[config.mk]
export PLATFORM = sky130hd
export DESIGN_NAME = front_stack_with_search_delete_flat
export DESIGN_NICKNAME = d
export VERILOG_FILES = /design/src/hw/rtl/fssd_pkg.sv /design/src/hw/rtl/fssd_cmd_if.sv /design/src/hw/rtl/fssd_rsp_if.sv /design/src/hw/rtl/fssd_cell.sv /design/src/hw/rtl/fssd_out_buf.sv /design/src/hw/rtl/front_stack_with_search_delete.sv /design/src/flat_wrapper.sv
export SDC_FILE = /design/constraint.sdc
export NUM_CORES = 1
export LEC_CHECK = 0
export ABC_AREA = 1
export BUFFER_PORTS_ARGS = -buffer_cell sky130_fd_sc_hd__buf_4
export CAP_MARGIN = 40
export CELL_PAD_IN_SITES_DETAIL_PLACEMENT = 1
export CELL_PAD_IN_SITES_GLOBAL_PLACEMENT = 1
export CORE_MARGIN = 2
export CORE_UTILIZATION = 45
export CTS_CLUSTER_DIAMETER = 50
export CTS_CLUSTER_SIZE = 12
export DETAILED_ROUTE_END_ITERATION = 12
export GPL_ROUTABILITY_DRIVEN = 1
export PLACE_DENSITY_LB_ADDON = 0.1
export SLEW_MARGIN = 5
export SYNTH_ARGS = -nofsm -noshare
export SYNTH_HDL_FRONTEND = slang
export SYNTH_HIERARCHICAL = 1
export SYNTH_SLANG_ARGS = --single-unit
[constraint.sdc]
create_clock -name clk -period 12.8 [get_ports clk]
set_clock_uncertainty 0.05 [all_clocks]
set_input_delay 3.84 -clock clk [delete_from_list [all_inputs] [get_ports clk]]
set_output_delay 3.84 -clock clk [all_outputs]
set_load 0.03 [all_outputs]
[src/hw/rtl/fssd_pkg.sv]
// Package with the constants, codes and word types of the front stack with search and delete.
`default_nettype none
package fssd_pkg;

  localparam int DEF_CAPACITY   = 16;
  localparam int DEF_DATA_WIDTH = 32;

  localparam int KIND_W   = 3;
  localparam int VALUE_W  = 32;
  localparam int INDEX_W  = 4;
  localparam int STATUS_W = 3;
  localparam int COUNT_W  = 5;

  typedef enum logic [KIND_W-1:0] {
    OP_PUSH   = 3'd0,
    OP_POP    = 3'd1,
    OP_GET    = 3'd2,
    OP_REMOVE = 3'd3,
    OP_CLEAR  = 3'd4
  } op_kind_t;

  typedef enum logic [STATUS_W-1:0] {
    ST_OK        = 3'd0,
    ST_EMPTY     = 3'd1,
    ST_FULL      = 3'd2,
    ST_BAD_INDEX = 3'd3,
    ST_NOT_FOUND = 3'd4
  } status_t;

  typedef struct packed {
    logic [KIND_W-1:0]  kind;
    logic [VALUE_W-1:0] value;
    logic [INDEX_W-1:0] index;
  } cmd_word_t;

  typedef struct packed {
    logic [VALUE_W-1:0]  read_value;
    logic [STATUS_W-1:0] status;
    logic [COUNT_W-1:0]  count;
  } rsp_word_t;

  typedef struct packed {
    logic shift_down;
    logic shift_up;
    logic remove;
  } cell_ctl_t;

endpackage
`default_nettype wire

[src/hw/rtl/fssd_cmd_if.sv]
// Valid and ready channel that carries one command word.
`default_nettype none
interface fssd_cmd_if;
  import fssd_pkg::*;

  logic      valid;
  logic      ready;
  cmd_word_t data;

  modport source (output valid, output data, input ready);
  modport sink (input valid, input data, output ready);
endinterface
`default_nettype wire

[src/hw/rtl/fssd_rsp_if.sv]
// Valid and ready channel that carries one response word.
`default_nettype none
interface fssd_rsp_if;
  import fssd_pkg::*;

  logic      valid;
  logic      ready;
  rsp_word_t data;

  modport source (output valid, output data, input ready);
  modport sink (input valid, input data, output ready);
endinterface
`default_nettype wire

[src/hw/rtl/fssd_cell.sv]
// One storage cell of the shift chain, with its own key compare and first-hit link.
`default_nettype none
module fssd_cell #(
  parameter int DATA_WIDTH = fssd_pkg::DEF_DATA_WIDTH
) (
  input  wire                      clk,
  input  fssd_pkg::cell_ctl_t      ctl,
  input  wire                      live,
  input  wire     [DATA_WIDTH-1:0] key,
  input  wire     [DATA_WIDTH-1:0] from_prev,
  input  wire     [DATA_WIDTH-1:0] from_next,
  input  wire                      hit_in,
  output logic    [DATA_WIDTH-1:0] data,
  output logic                     hit_out
);
  import fssd_pkg::*;

  logic match;

  assign match   = live && (data == key);
  assign hit_out = hit_in || match;

  always_ff @(posedge clk) begin
    if (ctl.shift_down) begin
      data <= from_prev;
    end else if (ctl.shift_up || (ctl.remove && hit_out)) begin
      data <= from_next;
    end
  end
endmodule
`default_nettype wire

[src/hw/rtl/fssd_out_buf.sv]
// Two-deep response buffer that decouples the chain from a stalled consumer.
`default_nettype none
module fssd_out_buf (
  input  wire                  clk,
  input  wire                  rst,
  input  wire                  res_valid,
  input  fssd_pkg::rsp_word_t  res,
  output logic                 buf_ready,
  fssd_rsp_if.source           rsp
);
  import fssd_pkg::*;

  logic      head_valid;
  rsp_word_t head;
  logic      skid_valid;
  rsp_word_t skid;

  assign buf_ready = !skid_valid;
  assign rsp.valid = head_valid;
  assign rsp.data  = head;

  always_ff @(posedge clk) begin
    if (rst) begin
      head_valid <= 1'b0;
      skid_valid <= 1'b0;
    end else if (!head_valid || rsp.ready) begin
      if (skid_valid) begin
        head       <= skid;
        head_valid <= 1'b1;
        skid       <= res;
        skid_valid <= res_valid;
      end else begin
        head       <= res;
        head_valid <= res_valid;
      end
    end else if (res_valid) begin
      skid       <= res;
      skid_valid <= 1'b1;
    end
  end
endmodule
`default_nettype wire

[src/hw/rtl/front_stack_with_search_delete.sv]
// Top level of the bounded front stack with indexed read and search and delete.
// The list is held in a row of CAPACITY cells, the front in cell 0. Every command word
// (push, pop, get, remove, clear) is carried out in the clock cycle in which it is taken,
// so one word is accepted per clock while cmd.ready is high; the whole operation,
// including the search for the first matching entry and the closing of the gap, is one
// move of the cell chain. The response word is registered in a two-deep output buffer,
// and cmd.ready falls only when both buffer places hold responses that are not yet taken.
// Stored words are DATA_WIDTH bits wide; pushed values and keys are cut or zero-extended
// to that width and read values are returned in the 32-bit field.
`default_nettype none
module front_stack_with_search_delete #(
  parameter int CAPACITY   = fssd_pkg::DEF_CAPACITY,
  parameter int DATA_WIDTH = fssd_pkg::DEF_DATA_WIDTH
) (
  input  wire         clk,
  input  wire         rst,
  fssd_cmd_if.sink    cmd,
  fssd_rsp_if.source  rsp
);
  import fssd_pkg::*;

  localparam int CW    = $clog2(CAPACITY + 1);
  localparam int AW    = (CAPACITY > 1) ? $clog2(CAPACITY) : 1;
  localparam int CMP_W = (CW > INDEX_W) ? CW : INDEX_W;

  logic [CW-1:0]         count;
  logic [CW-1:0]         count_next;
  logic                  accept;
  logic                  buf_ready;
  logic [DATA_WIDTH-1:0] word;
  logic [DATA_WIDTH-1:0] rd;
  status_t               status;
  cell_ctl_t             ctl;
  cell_ctl_t             ctl_gated;
  rsp_word_t             res;

  logic [DATA_WIDTH-1:0] cell_data [CAPACITY];
  logic [DATA_WIDTH-1:0] prev_data [CAPACITY];
  logic [DATA_WIDTH-1:0] next_data [CAPACITY];
  logic                  live      [CAPACITY];
  logic                  hit       [CAPACITY+1];

  assign cmd.ready = buf_ready;
  assign accept    = cmd.valid && buf_ready;
  assign word      = DATA_WIDTH'(cmd.data.value);
  assign ctl_gated = accept ? ctl : '0;
  assign hit[0]    = 1'b0;

  for (genvar i = 0; i < CAPACITY; i++) begin : g_chain
    assign live[i] = CW'(i) < count;

    if (i == 0) begin : g_front
      assign prev_data[i] = word;
    end else begin : g_inner
      assign prev_data[i] = cell_data[i-1];
    end

    if (i == CAPACITY - 1) begin : g_back
      assign next_data[i] = cell_data[i];
    end else begin : g_link
      assign next_data[i] = cell_data[i+1];
    end

    fssd_cell #(
      .DATA_WIDTH(DATA_WIDTH)
    ) u_cell (
      .clk       (clk),
      .ctl       (ctl_gated),
      .live      (live[i]),
      .key       (word),
      .from_prev (prev_data[i]),
      .from_next (next_data[i]),
      .hit_in    (hit[i]),
      .data      (cell_data[i]),
      .hit_out   (hit[i+1])
    );
  end

  always_comb begin
    ctl        = '0;
    status     = ST_OK;
    rd         = '0;
    count_next = count;
    case (cmd.data.kind)
      OP_PUSH: begin
        if (count == CW'(CAPACITY)) begin
          status = ST_FULL;
        end else begin
          ctl.shift_down = 1'b1;
          count_next     = CW'(count + 1'b1);
        end
      end
      OP_POP: begin
        if (count == '0) begin
          status = ST_EMPTY;
        end else begin
          rd           = cell_data[0];
          ctl.shift_up = 1'b1;
          count_next   = CW'(count - 1'b1);
        end
      end
      OP_GET: begin
        if (CMP_W'(cmd.data.index) >= CMP_W'(count)) begin
          status = ST_BAD_INDEX;
        end else begin
          rd = cell_data[AW'(cmd.data.index)];
        end
      end
      OP_REMOVE: begin
        ctl.remove = 1'b1;
        if (hit[CAPACITY]) begin
          count_next = CW'(count - 1'b1);
        end else begin
          status = ST_NOT_FOUND;
        end
      end
      OP_CLEAR: begin
        count_next = '0;
      end
      default: begin
      end
    endcase
  end

  always_ff @(posedge clk) begin
    if (rst) begin
      count <= '0;
    end else if (accept) begin
      count <= count_next;
    end
  end

  assign res.read_value = VALUE_W'(rd);
  assign res.status     = status;
  assign res.count      = COUNT_W'(count_next);

  fssd_out_buf u_out_buf (
    .clk       (clk),
    .rst       (rst),
    .res_valid (accept),
    .res       (res),
    .buf_ready (buf_ready),
    .rsp       (rsp)
  );
endmodule
`default_nettype wire

[src/flat_wrapper.sv]
// flat-port wrapper written by rule: the top's interface ports become plain ports
module front_stack_with_search_delete_flat import fssd_pkg::*;
#(
  parameter int CAPACITY   = fssd_pkg::DEF_CAPACITY,
  parameter int DATA_WIDTH = fssd_pkg::DEF_DATA_WIDTH
)
  (clk, rst, cmd_valid, cmd_data, cmd_ready, rsp_valid, rsp_data, rsp_ready);
  fssd_cmd_if cmd_i ();
  fssd_rsp_if rsp_i ();
  input  wire clk;
  input  wire rst;
  input wire logic [$bits(cmd_i.valid)-1:0] cmd_valid;
  input wire logic [$bits(cmd_i.data)-1:0] cmd_data;
  output wire logic [$bits(cmd_i.ready)-1:0] cmd_ready;
  output wire logic [$bits(rsp_i.valid)-1:0] rsp_valid;
  output wire logic [$bits(rsp_i.data)-1:0] rsp_data;
  input wire logic [$bits(rsp_i.ready)-1:0] rsp_ready;
  assign cmd_i.valid = cmd_valid;
  assign cmd_i.data = cmd_data;
  assign cmd_ready = cmd_i.ready;
  assign rsp_valid = rsp_i.valid;
  assign rsp_data = rsp_i.data;
  assign rsp_i.ready = rsp_ready;
  front_stack_with_search_delete #(.CAPACITY(CAPACITY), .DATA_WIDTH(DATA_WIDTH)) u_core (.clk(clk), .rst(rst), .cmd(cmd_i), .rsp(rsp_i));
endmodule
; Yosys cells after proc, flatten, opt, wreduce, memory -nomap -nowiden
; Cells that the tools add are included.
[totals]
reg_bits = 599
latch_bits = 0
ram_bits = 0
romBits = 0
in_bits = 43
out_inout_bits = 42
mem_count = 0
[op_classes]
add_sub_neg = 2
multipliers = 0
n_div = 0
magnitude_cmp = 18
eq_ne = 22
shifts = 0
n_mux = 59
bitwise = 2
reduce_logical = 85
[ops]
columns = cell, count
row1 = 32-bit 2-to-1 mux, 34
row2 = 32-bit == test, 16
row3 = 40-bit 2-to-1 mux, 4
row4 = 32-bit binary-select mux with 4-bit select, 1
row5 = 32-bit one-hot mux with 2 select lines, 1
row6 = 4-bit by 5-bit < comparator with 1-bit output (first input constant), 8
row7 = 1-bit logical AND, 32
row8 = 2-bit nonzero test, 16
row9 = 1-bit logical OR, 31
row10 = 3-bit by 5-bit < comparator with 1-bit output (first input constant), 4
row11 = 5-bit one-hot mux with 4 select lines, 1
row12 = 5-bit 2-to-1 mux, 3
row13 = 3-bit one-hot mux with 4 select lines, 1
row14 = 1-bit by 5-bit < comparator with 1-bit output (first input constant), 2
row15 = 2-bit by 5-bit < comparator with 1-bit output (first input constant), 2
row16 = 1-bit 2-to-1 mux, 10
row17 = 3-bit by 2-bit == test with 1-bit output (second input constant), 2
row18 = 3-bit 2-to-1 mux, 2
row19 = 5-bit by 1-bit adder with 5-bit output (second input constant), 1
row20 = 5-bit == test (second input constant), 1
row21 = 4-bit by 5-bit >= comparator with 1-bit output, 1
row22 = 5-bit >= comparator (second input constant), 1
row23 = 5-bit zero test, 1
row24 = 4-bit NOT with 5-bit output, 1
row25 = other kinds (10), 12

; Depth between registers and ports, before layout
; Gate-level depths: netlist of run 1.
[depth]
ltp_word = 21
mapped_depth = 50

; Hierarchy
; The synthesis of run 1 kept the hierarchy.
[modules_own_cells]
columns = mod, n_inst, cells_per_inst, area_each_um2, seq_area_each_um2
row1 = fssd_cell, 16, 198, 1910.6, 960.9
row2 = front_stack_with_search_delete, 1, 1334, 6175.9, 100.1
row3 = fssd_out_buf, 1, 227, 3089.2, 2442.3

; Least setup slack after synthesis of run 1
; No wires, ideal clock.
[synth_timing]
path_type = input port to flip-flop
from = input port cmd_data[30]
to = register u_core.g_chain[15].u_cell.data[0], enable pin
setup_ps = 389
t_arrival_ps = 6658
required_time_ps = 12361
slack_ps = 5702
path_stages = 41
n_path_buf = 0
cell_sequence = nor2_1 > nor2_1 > nor2_1 > nand2_1 > nor2_1 > nand2_1 > nor2_1 > nand2_1 > nand2_2 > inv_1 > nand2_2 > inv_1 > nand2_2 > inv_1 > nand2_2 > inv_1 > nand2_2 > inv_1 > [... 5 more ...] > inv_1 > nand2_2 > inv_1 > nand2_2 > inv_1 > nand2_2 > inv_1 > nand2_2 > inv_1 > nand2_2 > inv_1 > nand2_2 > inv_1 > nand2_2 > inv_1 > nand2_2 > nand2_1 > nand2_1
[synth_lines]
columns = item, line_no
row1 = "start, declared", flat_wrapper.sv:13  ; input wire logic [$bits(cmd_i.data)-1:0] cmd_data;
row2 = "end signal, assigned", fssd_cell.sv:25  ; data <= from_prev;
row3 = "end signal, assigned", fssd_cell.sv:27  ; data <= from_next;
row4 = "end, declared", fssd_cell.sv:13  ; output logic [DATA_WIDTH-1:0] data,

==> results.ini, run 1 <==
[run_status]
status=finished, final reports clean

[timing]
max_freq_mhz=135
finalHoldViolations=0
tns_ns=0
setup_viol=0
fin_crit_ns=7.39
maxSlewViolCount=0
fin_crit_sh_pct=57.7
rsz0062_at_grt=no
worst_pin_slew_ns=1.19
slew_headroom_pct=20.5
hold_slack_ns=0.457

[floorplan]
fp.dieArea_sq_um=90900
design.core.area_sq_um=88100
start_util_pct=45.2
fp-row-count=109
die_h_um=302
die_x_um=302
io_pins=85

[worst_setup_path]
r2r_cells=43
cp-end-kind=flip-flop
cp_common_cell=nand2_2
cp.required_ns=13.10
cp_slowest_stage_delay_ns=0.39
r2r-start=u_core/count[2]
start_kind=primary input
startpoint=cmd_data[13]
crit_path_max_fanout=33
r2r_end=u_core/g_chain[15].u_cell/data[4]
arrival_ns=7.69
ff2ff_setup_slack_ns=7.94
criticalPathCategory=in -> reg
worst_path_max_delay_cell=nand2_2

[power_and_ir_drop]
ir_drop_mv=0.152
leakagePower_nw=18.7
p_total_mw=5.69
powerDensity_nw_per_um2=127

[cells_and_area]
drive_gt1_share_pct=18.2
fillers=10400
synthToLayoutAreaGrowth_pct=12.3
nets=4817

[cts]
cts_tree=yes
root_buffer=clkbuf_16
clkTransAtPathRegs_ns=0.06
hold_buffers=0
postCtsSetupRepairBufs=0
worstSkewPairLatency_ns=0.68
cts_buffers=96
cts_max_level=3
post_cts_resized=0
clock_path_buffers=3
cts.sinks=599

[logic_synthesis]
ys.flop_type=edfxtp_1
synth_top_area_share_pct=44.6
synth_edf_count=592
async_flop_share_pct=0
ys_top_cells_by_area=edfxtp_1 45%, nand2_1 15%, mux2_2 14%
yosysSeqAreaShare_pct=45.0
yosysUniqueCellTypes=36
synth_commonest_cells=1554 x nand2_1, 615 x inv_1, 592 x edfxtp_1
synth_top_area_cell=edfxtp_1
yosys_warnings=6
netlist_area_sq_um=39800
synth.most_common_cell=nand2_1
synthCells=4729
synth.avg_cell_area_sq_um=8.42
synth_nets=4780
synth_seq_cells=599

[place]
place.gp.congestion=0.849
portBuffers=84
dp_hpwl_um=94000

[drt]
vias=33300
wl_um=140000
via_per_inst=5.54
route.detailed.drc=0
drtAntennaViolNets=0
wl_per_cell_um=23.3
dr.pass1.iters=5
drtIter0Drc=2929

[min_path]
min_path_cells=2
hold_start=u_core/u_out_buf/skid[24]
hold_end=u_core/u_out_buf/rsp.data[24]
hold_class=reg -> reg

[job]
drv_cap=0

[grt]
grt_pass1_vias=33200
antenna_found_initial=2
grt_max_degree=162
gr-usage-all-layers_pct=30.5
grt_pass1_wl_um=209000
overflow=0

==> stage by stage <==
step | utilization [%] | area, sq um | std cells | worst slack (ns)
after global routing | 50.8 | 44800 | 6012 | 5.00
after detailed placement | 46.9 | 41400 | 5833 | 4.79
after CTS | 50.8 | 44800 | 6012 | 5.43
after global placement | 46.8 | 41200 | 5827 | 4.57
after floorplan | - | 39800 | 4729 | 5.70
final | 50.8 | 44800 | 6013 | 5.41
==> power by group <==
part / switching [mW] / internal [mW] / total [mW]
Combinational: 0.458 / 0.195 / 0.653
Clock: 1.09 / 1.69 / 2.78
Sequential: 0.0426 / 2.21 / 2.25
==> critical path: cells and delay by family <==
kind          cells  cell delay (ns)
buf+inv          18             1.43
simple gates     24             2.37
==> layer usage <==
metal	share of wire, %	track usage [%]	vias to the layer above
li1	-	-	15500
met1	45	43.5	16600
met2	46	48.0	1044
met3	7.1	5.61	175
met4	1.9	6.87	2
met5	0.0050	0	-
==> how the worst max path moves through the flow <==
stage / end / slack [ns] / cells past startpoint
4_1_cts: u_core/g_chain[15].u_cell/data[4] / 5.43 / 44
5_1_grt: u_core/g_chain[15].u_cell/data[0] / 5.00 / 44
6_report: u_core/g_chain[15].u_cell/data[4] / 5.41 / 42
3_5_place_dp: u_core/g_chain[15].u_cell/data[0] / 4.79 / 44
3_3_place_gp: u_core/g_chain[15].u_cell/data[0] / 4.57 / 43
2_1_floorplan: u_core/g_chain[15].u_cell/data[0] / 5.70 / 41
==> registers in the layout, summed over array words and instances (netlist names) <==
register                     flops
u_core/u_out_buf/skid           40
u_core/u_out_buf/rsp.data       40
u_core/u_out_buf/rsp.valid       1
u_core/g_chain.u_cell/data     512
u_core/count                     5
u_core/u_out_buf/skid_valid      1
==> layout make-up <==
cell class,instances,area [sq um],area share [%]
antenna,1,2.50,0.00559
multi-input combinational,3315,18500,41.4
inverter,626,2370,5.29
clock inverter,79,950,2.12
timing repair buffer,128,1100,2.46
tap,1165,1460,3.26
clock buffer,100,2450,5.47
sequential,599,17900,40.0
==> layout by cell type, fill, tap and decap left out, types with 9 or more instances in the layout <==
cell type / instances
bufinv_16: 13
inv_8: 9
edfxtp_1: 592
o22ai_1: 16
inv_1: 614
nand4_1: 89
mux2_2: 512
nand3_1: 519
clkinv_4: 17
clkinv_2: 10
buf_4: 117
nor2_1: 336
inv_2: 9
xnor2_1: 161
nand2_2: 44
nand2_1: 1538
inv_6: 18
clkbuf_16: 97
o21ai_0: 34
xor2_1: 33
==> cells by family after synthesis <==
| group | share of synthesized area [%] |
|---|---|
| buf+inv | 8.72 |
| simple gates | 26.5 |
| xor+xnor | 4.27 |
| fa+ha+maj | 0.251 |
| compound gates | 0.829 |
| mux | 14.5 |
| flops | 45.0 |
| other cells | 0.00941 |
No activity file was read; power rests on OpenSTA's default activity.
==> run 2: changes to the inputs <==
==> constraint.sdc (replaced) <==
create_clock -name clk -period 7.3 [get_ports clk]
set_clock_uncertainty 0.05 [all_clocks]
set_input_delay 2.19 -clock clk [delete_from_list [all_inputs] [get_ports clk]]
set_output_delay 2.19 -clock clk [all_outputs]
set_load 0.03 [all_outputs]
==> results.ini, run 2 (synthesis gave the netlist of run 1 again) <==
[floorplan]
fp-row-count=109
start_util_pct=45.2
design.core.area_sq_um=88100
io_pins=85
fp.dieArea_sq_um=90900
die_h_um=302
die_x_um=302

[cts]
cts.sinks=599
clkTransAtPathRegs_ns=0.06
postCtsSetupRepairBufs=0
root_buffer=clkbuf_16
worstSkewPairLatency_ns=0.68
cts_max_level=3
hold_buffers=0
cts_tree=yes
clock_path_buffers=3
cts_buffers=97
post_cts_resized=0

[job]
drv_cap=0

[worst_setup_path]
startpoint=cmd_data[32]
r2r_end=u_core/g_chain[15].u_cell/data[6]
cp_slowest_stage_delay_ns=0.38
crit_path_max_fanout=33
critPathTopFamily=simple AND/OR/NAND/NOR gates
cp-end-kind=flip-flop
start_kind=primary input
arrival_ns=6.00
ff2ff_setup_slack_ns=2.40
worst_path_max_delay_cell=nand2_2
criticalPathCategory=in -> reg
worst-path-buf-inv=18
cp.required_ns=7.62
r2r-start=u_core/count[2]
cp_common_cell=nand2_2
r2r_cells=43

[drt]
route.detailed.drc=0
vias=33400
dr.pass1.iters=5
drtAntennaViolNets=0
via_per_inst=5.54
wl_per_cell_um=23.4
wl_um=141000
drtIter0Drc=3410

[timing]
finalHoldViolations=0
setup_viol=0
fin_crit_sh_pct=77.8
fin_crit_ns=5.68
worst_slack_ns=1.62
rsz0062_at_grt=no
maxSlewViolCount=0
slew_headroom_pct=37.4
tns_ns=0
max_freq_mhz=176
worst_pin_slew_ns=0.939

[min_path]
min_path_cells=2
hold_start=u_core/u_out_buf/skid[17]
hold_class=reg -> reg
hold_end=u_core/u_out_buf/rsp.data[17]

[cells_and_area]
nets=4830
synthToLayoutAreaGrowth_pct=12.6
top_register=u_core/g_chain.u_cell/data
final_common_cell=nand2_1
final_cell_mix=1538 x nand2_1, 614 x inv_1, 592 x edfxtp_1
drive_gt1_share_pct=18.2
top_regs=u_core/g_chain.u_cell/data: 512 flops, u_core/u_out_buf/rsp.data: 40 flops, u_core/u_out_buf/skid: 40 flops
largest_reg_flops=512
fin_cells=6027

[place]
portBuffers=84
place.gp.congestion=0.853
dp_hpwl_um=95700
pre_cts_slack_ns=0.954
placedCellCount=5845

[power_and_ir_drop]
leakagePower_nw=18.7
ir_drop_mv=0.180
powerDensity_nw_per_um2=221
p_total_mw=9.90

[grt]
grt_pass1_wl_um=211000
grt_pass1_vias=33300
gr-usage-all-layers_pct=30.7
overflow=0
grt_max_degree=177
antenna_found_initial=2

[run_status]
status=finished, final reports clean

## run 2: cell types whose count changed in the layout (fill, tap and decap cells not counted), sizes merged
cell      previous run  this run
clkinv              32        31
clkinvlp             8        11
bufinv              13        11
inv                652       646
clkbuf             100       107
buf                128       140
diode                1         2
## run 2: area by class of cell
type                    count  area, sq um
inverters                 626         2370
well taps                1165         1460
fillers                 10500        43200
clock buffers             107         2510
clock inverters            73          822
multi-input cells        3315        18500
flip-flops and latches    599        17900
diodes                      2         5.00
repair buffers            140         1270
## run 2: how the worst max path moves through the flow
stage,end,cells past startpoint
detailed placement,u_core/g_chain[15].u_cell/data[4],44
finish,u_core/g_chain[15].u_cell/data[6],44
global placement,u_core/g_chain[15].u_cell/data[4],44
floorplan,u_core/g_chain[15].u_cell/data[0],41
global route,u_core/g_chain[15].u_cell/data[6],44
CTS,u_core/g_chain[15].u_cell/data[2],44
## run 2: where the power goes
| group | total, mW | internal, mW | switching [mW] |
|---|---|---|---|
| Sequential | 3.95 | 3.88 | 0.0748 |
| Combinational | 1.16 | 0.353 | 0.806 |
| Clock | 4.79 | 2.91 | 1.87 |
| Total | 9.90 | 7.14 | 2.75 |
## run 2: per-stage QoR
stage	utilization (%)	hold slack (ns)	cell area, sq um
floorplan	-	0.444	39800
global placement	47.0	0.449	41400
detailed placement	47.1	0.456	41500
CTS	50.9	0.470	44900
global route	50.9	0.496	44900
finish	50.9	0.471	44900
## run 2: layer usage
metal  part of all wire, %  global-route usage, %  vias to the layer above
met3                   6.6                   4.26                      177
met1                    46                   44.6                    16600
met4                   2.0                   7.77                        2
li1                      -                      -                    15600
met5                0.0092                      0                        -
met2                    45                   48.0                     1035
## run 2: tightest hold or removal path, stage by stage (launching register included)
cell      delay [ns]
edfxtp_1        0.32
nand2_1         0.05
nand2_1         0.05
